===== src/sv/pld_pkg.sv =====
// shared constants for the point to line distance block
// no dependencies; imported by every module of the block
`default_nettype none

package pld_pkg;

  // default coordinate width in bits
  localparam int COORD_WIDTH_DEF = 16;

  // fraction bits of the projection parameter
  localparam int T_FRAC = 16;

  // residual components are cut down by this many bits before squaring
  localparam int RES_SHIFT = 8;

  // mode bit positions
  localparam int MODE_CLAMP_START_BIT = 0;
  localparam int MODE_CLAMP_END_BIT   = 1;

  // cycles from an accepted request to its result strobe
  function automatic int pld_latency(input int cw);
    pld_latency = 2 * cw + 37;
  endfunction

endpackage

`default_nettype wire


===== src/sv/pld_sqrt.sv =====
// pipelined truncating integer square root, one root bit per stage
// imports pld_pkg; used by point_line_distance for the final length
`default_nettype none

module pld_sqrt
  import pld_pkg::*;
#(
  parameter int RADW = 52
) (
  input  wire logic              clk,
  input  wire logic              rst_n,
  input  wire logic              in_vld,
  input  wire logic [RADW-1:0]   in_rad,
  output logic                   out_vld,
  output logic [RADW/2-1:0]      out_root
);

  localparam int ROW = RADW / 2;

  logic            vld_r [0:ROW];
  logic [RADW-1:0] n_r   [0:ROW];
  logic [RADW-1:0] res_r [0:ROW];

  logic [RADW-1:0] n_nxt   [0:ROW-1];
  logic [RADW-1:0] res_nxt [0:ROW-1];

  // digit recurrence, the test bit drops by two places per stage
  always_comb begin
    logic [RADW-1:0] bitv;
    logic [RADW-1:0] trial;
    for (int k = 0; k < ROW; k++) begin
      bitv  = RADW'(1) << (2 * (ROW - 1 - k));
      trial = res_r[k] + bitv;
      if (n_r[k] >= trial) begin
        n_nxt[k]   = n_r[k] - trial;
        res_nxt[k] = (res_r[k] >> 1) + bitv;
      end else begin
        n_nxt[k]   = n_r[k];
        res_nxt[k] = res_r[k] >> 1;
      end
    end
  end

  // stage registers
  always_ff @(posedge clk) begin
    if (!rst_n) begin
      for (int k = 0; k <= ROW; k++) vld_r[k] <= 1'b0;
    end else begin
      vld_r[0] <= in_vld;
      for (int k = 0; k < ROW; k++) vld_r[k+1] <= vld_r[k];
    end
    n_r[0]   <= in_rad;
    res_r[0] <= '0;
    for (int k = 0; k < ROW; k++) begin
      n_r[k+1]   <= n_nxt[k];
      res_r[k+1] <= res_nxt[k];
    end
  end

  assign out_vld  = vld_r[ROW];
  assign out_root = res_r[ROW][ROW-1:0];

endmodule

`default_nettype wire


===== config.mk =====
export PLATFORM = sky130hd
export DESIGN_NAME = pld_sqrt
export DESIGN_NICKNAME = d
export VERILOG_FILES = /design/src/sv/pld_pkg.sv /design/src/sv/pld_sqrt.sv
export SDC_FILE = /design/constraint.sdc
export NUM_CORES = 2
export LEC_CHECK = 0
export BUFFER_PORTS_ARGS = -buffer_cell sky130_fd_sc_hd__buf_2
export CAP_MARGIN = 10
export CORE_MARGIN = 1
export CORE_UTILIZATION = 56
export CTS_CLUSTER_DIAMETER = 30
export DETAILED_ROUTE_END_ITERATION = 8
export HOLD_SLACK_MARGIN = 0.12
export PLACE_DENSITY_LB_ADDON = 0.05
export SLEW_MARGIN = 0
export SYNTH_ARGS = -nofsm -noshare
export SYNTH_HDL_FRONTEND = slang
export SYNTH_SLANG_ARGS = --single-unit

===== constraint.sdc =====
create_clock -name clk -period 3.05 [get_ports clk]
set_input_delay 0.7625 -clock clk [delete_from_list [all_inputs] [get_ports clk]]
set_output_delay 0.7625 -clock clk [all_outputs]
set_load 0.005 [all_outputs]

== Yosys cells after proc, flatten, opt, wreduce, memory -nomap -nowiden ==
Memory sizes are Yosys's and may differ from the RTL's.
Index checks and enable logic that the tools add are counted.
Cells by class
  add/subtract/negate cells: 78
  $mul: 0
  divide/modulo/power cells: 0
  magnitude comparators: 26
  eq/ne operators: 0
  shift-type cells: 0
  mux-type cells: 81
  bitwise operators: 27
  reduce and logical (&&, ||, !) cells: 0
Operator list (number)
  52-bit two-way mux: 52
  52-bit >= comparator: 26
  52-bit subtractor: 26
  51-bit by 1-bit adder with 52-bit output, second input constant: 1
  51-bit by 11-bit adder with 52-bit output, second input constant: 1
  51-bit by 13-bit adder with 52-bit output, second input constant: 1
  51-bit by 15-bit adder with 52-bit output, second input constant: 1
  51-bit by 17-bit adder with 52-bit output, second input constant: 1
  51-bit by 19-bit adder with 52-bit output, second input constant: 1
  51-bit by 21-bit adder with 52-bit output, second input constant: 1
  51-bit by 23-bit adder with 52-bit output, second input constant: 1
  51-bit by 25-bit adder with 52-bit output, second input constant: 1
  51-bit by 27-bit adder with 52-bit output, second input constant: 1
  51-bit by 29-bit adder with 52-bit output, second input constant: 1
  51-bit by 3-bit adder with 52-bit output, second input constant: 1
  51-bit by 31-bit adder with 52-bit output, second input constant: 1
  51-bit by 33-bit adder with 52-bit output, second input constant: 1
  51-bit by 35-bit adder with 52-bit output, second input constant: 1
  51-bit by 37-bit adder with 52-bit output, second input constant: 1
  51-bit by 39-bit adder with 52-bit output, second input constant: 1
  51-bit by 41-bit adder with 52-bit output, second input constant: 1
  51-bit by 43-bit adder with 52-bit output, second input constant: 1
  51-bit by 45-bit adder with 52-bit output, second input constant: 1
  51-bit by 47-bit adder with 52-bit output, second input constant: 1
  33 further kinds: 87
Storage, ports and cells
  flip-flop bits (word level): 0
  bits in latches: 0
  bits in writable memories: 2835
  ROM bits: 0
  word-level logic and storage cells: 215
  memories kept: 3
Memory list
  n_r: words 27, width 52, rd ports 26, clocked after memory_dff 0, wr ports 27, RTL line pld_sqrt.sv:21  | logic [RADW-1:0] n_r [0:ROW];
  res_r: words 27, width 52, rd ports 27, clocked after memory_dff 0, wr ports 27, RTL line pld_sqrt.sv:22  | logic [RADW-1:0] res_r [0:ROW];
  vld_r: words 27, width 1, rd ports 27, clocked after memory_dff 0, wr ports 27, RTL line pld_sqrt.sv:20  | logic vld_r [0:ROW];

== Longest topological paths before layout ==
  depth after elaboration: 3
  depth in mapped cells: 14
  depth with buffers taken out: 12

== Worst setup path after synthesis ==
No wires, ideal clock.
  path kind: register to register
  from: memory res_r[21][29], in the netlist res_r[1][289]
  to: memory n_r[22][24], in the netlist n_r[1][336]
  data arrival time: 2.977 ns
  required time: 2.926 ns
  setup slack: -0.051 ns
  stages on the path, launching flop included: 12
  cells stage by stage: dfxtp_1 inv_1 ha_1 a21o_1 a211o_1 or4_1 or3_1 a211o_1 a31oi_1 buf_2 buf_2 o21ai_0
RTL lines (RTL line)
  start: declaration: pld_sqrt.sv:22
  end: declaration: pld_sqrt.sv:21

==> tab_implementation.tex <==
\begin{tabular}{lr}
\hline
Metric & Value \\
\hline
\multicolumn{2}{l}{\textbf{Critical path}} \\
\quad Largest fanout on the critical path & 5 \\
\quad Worst r2r src & n\_r[1][94] \\
\quad Critical Path Start Type & flip-flop \\
\quad Signal arrival time at the worst endpoint & roughly 3900 ps \\
\quad Kind of critical path & reg2reg \\
\quad Worst Reg2Reg Path Length in Cells & 9 \\
\quad Capture point of the worst reg-to-reg path & n\_r[1][124] \\
\quad Worst setup slack for register-to-register paths & -50 ps \\
\quad Critical path capture point type & flip-flop \\
\quad Worst Path Required & about 3800 ps \\
\multicolumn{2}{l}{\textbf{Status}} \\
\quad Result of the run & complete, but fails checks \\
\quad Violations in the final reports & setup timing \\
\multicolumn{2}{l}{\textbf{STA}} \\
\quad Final Skew & 68.6 ps \\
\quad RSZ-0062 raised after global routing & yes \\
\quad Worst path setup slack after routing & -46.4 ps \\
\quad Total of endpoints with negative setup slack in the final report & 6 \\
\quad Minimum period implied by the final worst setup slack & 3100 ps \\
\quad Crit share post-route & 102\% \\
\quad Final hold slack & 316 ps \\
\quad Relative slew slack & 20.0\% \\
\quad Maximum clock frequency & approximately 320 MHz \\
\quad Final Hold Vio Count & 0 \\
\quad Final slew viol count & 0 \\
\quad Measured slew at the worst slew-check pin & 1200 ps \\
\multicolumn{2}{l}{\textbf{Die}} \\
\quad Full die area & approximately 110000 um\^{}2 \\
\quad Height of the die & 338 um \\
\quad Floorplan die width & 338 um \\
\quad Number of placement rows & 122 \\
\quad I/O pin count & 82 \\
\quad Effective utilization at floorplan & 56.8\% \\
\quad Area of the core region & 111000 um\^{}2 \\
\multicolumn{2}{l}{\textbf{Placement}} \\
\quad Hpwl dp & about 110000 um \\
\quad Setup slack after placement & -301 ps \\
\quad Buffers on Ports & between 80 and 90 \\
\quad RD Place Congestion & 0.893 \\
\multicolumn{2}{l}{\textbf{Yosys}} \\
\quad Count of flip-flops with a built-in enable after synthesis & 0 \\
\quad Gate count after technology mapping & 6188 \\
\quad Number of synthesized register bits & 1730 \\
\quad Syn avg cell area & around 10 um\^{}2 \\
\quad Top post-synthesis cells by area & sky130\_fd\_sc\_hd\_\_dfxtp\_1 (55\%), sky130\_fd\_sc\_hd\_\_ha\_1 (7.4\%), sky130\_fd\_sc\_hd\_\_xnor2\_1 (4.0\%) \\
\quad Distinct cells, synth & 90 \\
\quad Number of warnings issued by yosys & 0 \\
\quad Portion of the post-synthesis area used by sequential elements & 54.8\% \\
\quad Largest area contributor in the synthesized netlist & sky130\_fd\_sc\_hd\_\_dfxtp\_1 \\
\quad Share of Yosys cell area claimed by the top area cell type & 54.8\% \\
\quad Main flop type after synthesis & sky130\_fd\_sc\_hd\_\_dfxtp\_1 \\
\quad Netlist area before placement & 63200 um\^{}2 \\
\quad Async set or reset register ratio after synthesis & 0\% \\
\quad Mapped Nets & between 6000 and 7000 \\
\multicolumn{2}{l}{\textbf{Route}} \\
\quad Drt total wl & about 160000 um \\
\quad Via count & between 40000 and 50000 \\
\quad Final antenna-violating net count & 0 \\
\quad Number of optimization iterations in the first detailed-route pass & 7 \\
\quad Total DRC errors in the routed layout & 0 \\
\quad First-iteration detailed-routing DRC count & about 2000 \\
\quad Post-DR wirelength/cell & 17.5 um \\
\quad Post-DR vias/cell & roughly 5.3 \\
\multicolumn{2}{l}{\textbf{Global route}} \\
\quad Met2 Use GR & 48.9\% \\
\quad Number of antenna violations at the first check in global routing & 2 \\
\quad Largest net degree at the start of global routing & 40 \\
\quad Congestion Overflow GR & 0 \\
\quad Most utilized layer in the global route result & met2 \\
\quad Grt met3 use & 4.24\% \\
\quad Wire length of the first global-routing pass & around 240000 um \\
\quad Via count of the first global-routing pass & between 40000 and 50000 \\
\quad Global routing usage on met1 & slightly below 30\% \\
\quad Total global-route track usage & 26.4\% \\
\multicolumn{2}{l}{\textbf{CTS}} \\
\quad Clock buffer count from CTS & 313 \\
\quad Clock root buffer master & sky130\_fd\_sc\_hd\_\_clkbuf\_16 \\
\quad Clock insertion delay at the later pin of the skew report & 890 ps \\
\quad Count of clock tree sinks & 1730 \\
\quad Worst-path clk slew & 60 ps \\
\quad \# H-tree levels & 5 \\
\quad Maximum clock insertion buffer count & 4 \\
\quad CTS tree & built \\
\multicolumn{2}{l}{\textbf{Pwr}} \\
\quad Net load switching power & 25400 uW \\
\quad Largest voltage drop on the vdd net & 0.653 mV \\
\quad Total power of the final layout & 85800 uW \\
\quad Switching power as a share of total power & 29.6\% \\
\quad Pwr dens & just over 1000 nW/um\^{}2 \\
\quad Leak & approximately 0.038 uW \\
\quad Proportion of power drawn by combinational gates & 22.7\% \\
\quad Internal power of the cells & 60400 uW \\
\quad Clock network power share & around two fifths \\
\quad Fraction of power consumed by sequential logic & a little under two fifths \\
\multicolumn{2}{l}{\textbf{Cells and area}} \\
\quad Area of the multi-input gates & 28200 um\^{}2 \\
\quad Core Util, Final & 74.7\% \\
\quad Area Growth Syn to Fin & 31.4\% \\
\quad \# diodes & 0 \\
\quad Count of filler cells inserted in the layout & 7603 \\
\quad Share of layout cells above drive strength 1 & 21.7\% \\
\quad Nets & 7573 \\
\quad Sequential cell area & 34700 um\^{}2 \\
\multicolumn{2}{l}{\textbf{Worst hold path}} \\
\quad Endpoint, Worst Hold & n\_r[1][52] \\
\quad Type of the tightest min-delay check & reg2reg \\
\quad Start point of the worst min-delay path & n\_r[1][0] \\
\quad Number of stages on the worst hold path & 0 \\
\multicolumn{2}{l}{\textbf{Job}} \\
\quad Max-cap viol count & 0 \\
\hline
\end{tabular}
## state kept, by name, indices dropped and copies added, names as in the netlist
| signal | cells |
|---|---|
| res_r | 351 |
| vld_r | 27 |
| n_r | 1352 |
## power groups by stage
stage	clock [uW]	combinational, uW	sequential, uW
after CTS	35100	18700	31500
final	34600	19500	31700
after global routing	36200	21600	32200
after detailed placement	0	18200	31800
after floorplan	0	12900	30500
after global placement	0	18100	31800
## worst max-delay path, stage by stage (launching register included)
cell and delay (ps):
sky130_fd_sc_hd__dfxtp_2 310, sky130_fd_sc_hd__or4_4 530, sky130_fd_sc_hd__or3_1 330, sky130_fd_sc_hd__or2_1 230, sky130_fd_sc_hd__or4_4 420, sky130_fd_sc_hd__or3_4 360, sky130_fd_sc_hd__a211oi_4 190, sky130_fd_sc_hd__buf_6 160
sky130_fd_sc_hd__buf_8 140, sky130_fd_sc_hd__mux2_2 330
## timing repair
action	CTS	global route
endpoints found under the hold margin	53	0
gates resized for setup	88	354
pin swaps	22	107
buffers inserted	15	27
endpoints found under the setup margin	163	326
hold buffers	53	0
gates cloned	0	10
## per-layer routing
metal	part of all wire [%]	vias to the layer above
li1	-	23500
met1	40	22100
met2	52	919
met3	3.5	397
met5	0	-
met4	4.3	0
## worst max-delay path by stage
stage	to	cells after the start	start
3_5_place_dp	n_r[1][451]	10	res_r[1][371]
2_1_floorplan	n_r[1][23]	9	n_r[0][821]
3_3_place_gp	n_r[1][412]	12	res_r[1][339]
4_1_cts	n_r[1][465]	10	res_r[1][376]
6_report	n_r[1][124]	9	n_r[1][94]
5_1_grt	n_r[1][23]	9	n_r[0][819]
## kinds of logic (layout without fill, tap and decap cells)
family	after synthesis	after routing	synth area share (%)
adder cells (fa/ha/maj)	373	373	7.38
buffers and inverters	546	1735	3.32
multiplexers	55	55	0.956
XOR/XNOR	563	563	7.80
AND/OR/NAND/NOR	1790	1790	14.5
AO/OA/AOI/OAI	1131	1131	11.3
flip-flops	1730	1730	54.8
## cell usage after synthesis (all sizes together), types with 13 or more instances
| cell | count |
|---|---|
| a211o | 13 |
| inv | 449 |
| buf | 20 |
| dfxtp | 1730 |
| o21ai | 301 |
| or2 | 30 |
| nor3 | 194 |
| o21a | 73 |
| nor2b | 50 |
| a21o | 129 |
| nand4 | 79 |
| or3 | 73 |
| nor2 | 391 |
| ha | 373 |
| nand3b | 21 |
| clkbuf | 75 |
| mux2 | 43 |
| and3 | 23 |
| o31ai | 38 |
| o21bai | 36 |
| a31oi | 32 |
| o211ai | 19 |
| o31a | 17 |
| xnor2 | 290 |
| and2 | 48 |
| a211oi | 33 |
| nor4b | 26 |
| nor4 | 181 |
| nand2 | 425 |
| nand2b | 62 |
| a21oi | 318 |
| nand3 | 85 |
| xor2 | 273 |
| or4 | 47 |
## cells in the final DEF (no fill, tap or decap), types with 25 or more instances in the layout
| cell type | instances |
|---|---|
| sky130_fd_sc_hd__and2_1 | 45 |
| sky130_fd_sc_hd__dfxtp_1 | 1706 |
| sky130_fd_sc_hd__a31oi_1 | 28 |
| sky130_fd_sc_hd__ha_1 | 345 |
| sky130_fd_sc_hd__o21ai_1 | 35 |
| sky130_fd_sc_hd__clkbuf_1 | 25 |
| sky130_fd_sc_hd__nand3_1 | 80 |
| sky130_fd_sc_hd__or2_2 | 25 |
| sky130_fd_sc_hd__clkbuf_16 | 326 |
| sky130_fd_sc_hd__clkbuf_8 | 26 |
| sky130_fd_sc_hd__o21bai_1 | 33 |
| sky130_fd_sc_hd__or3_1 | 65 |
| sky130_fd_sc_hd__xor2_1 | 273 |
| sky130_fd_sc_hd__nand2b_1 | 62 |
| sky130_fd_sc_hd__or4_1 | 37 |
| sky130_fd_sc_hd__nand4_1 | 79 |
| sky130_fd_sc_hd__dlygate4sd3_1 | 53 |
| sky130_fd_sc_hd__o31ai_1 | 28 |
| sky130_fd_sc_hd__buf_2 | 81 |
| sky130_fd_sc_hd__inv_6 | 27 |
| sky130_fd_sc_hd__nor3_1 | 172 |
| sky130_fd_sc_hd__bufinv_16 | 40 |
| sky130_fd_sc_hd__clkinvlp_4 | 33 |
| sky130_fd_sc_hd__nor2_1 | 371 |
| sky130_fd_sc_hd__clkinv_2 | 36 |
| sky130_fd_sc_hd__nor2b_1 | 45 |
| sky130_fd_sc_hd__o21a_1 | 73 |
| sky130_fd_sc_hd__xnor2_1 | 282 |
| sky130_fd_sc_hd__inv_1 | 437 |
| sky130_fd_sc_hd__buf_4 | 556 |
| sky130_fd_sc_hd__nor4_1 | 158 |
| sky130_fd_sc_hd__o21ai_0 | 251 |
| sky130_fd_sc_hd__nand2_1 | 392 |
| sky130_fd_sc_hd__a21o_1 | 128 |
| sky130_fd_sc_hd__a21oi_1 | 298 |
| sky130_fd_sc_hd__mux2_2 | 41 |
## layout make-up
type / instances / area share, %
flip-flops and latches: 1730 / 41.7
multi-input cells: 3912 / 33.9
clock buffers: 369 / 10.1
repair buffers: 737 / 7.07
clock inverters: 178 / 2.84
well taps: 1488 / 2.24
inverters: 451 / 2.05
## per-stage QoR
stage / std cells / TNS [ps] / instance area [um^2]
detailed placement: 8214 / -12820 / 69500
global route: 8865 / -5640 / 83100
floorplan: 6188 / -8.49 / 63300
global placement: 8214 / -10230 / 69500
CTS: 8829 / -71.8 / 81300
finish: 8865 / -112 / 83100
Note: power is estimated with default switching activity, not from simulation.
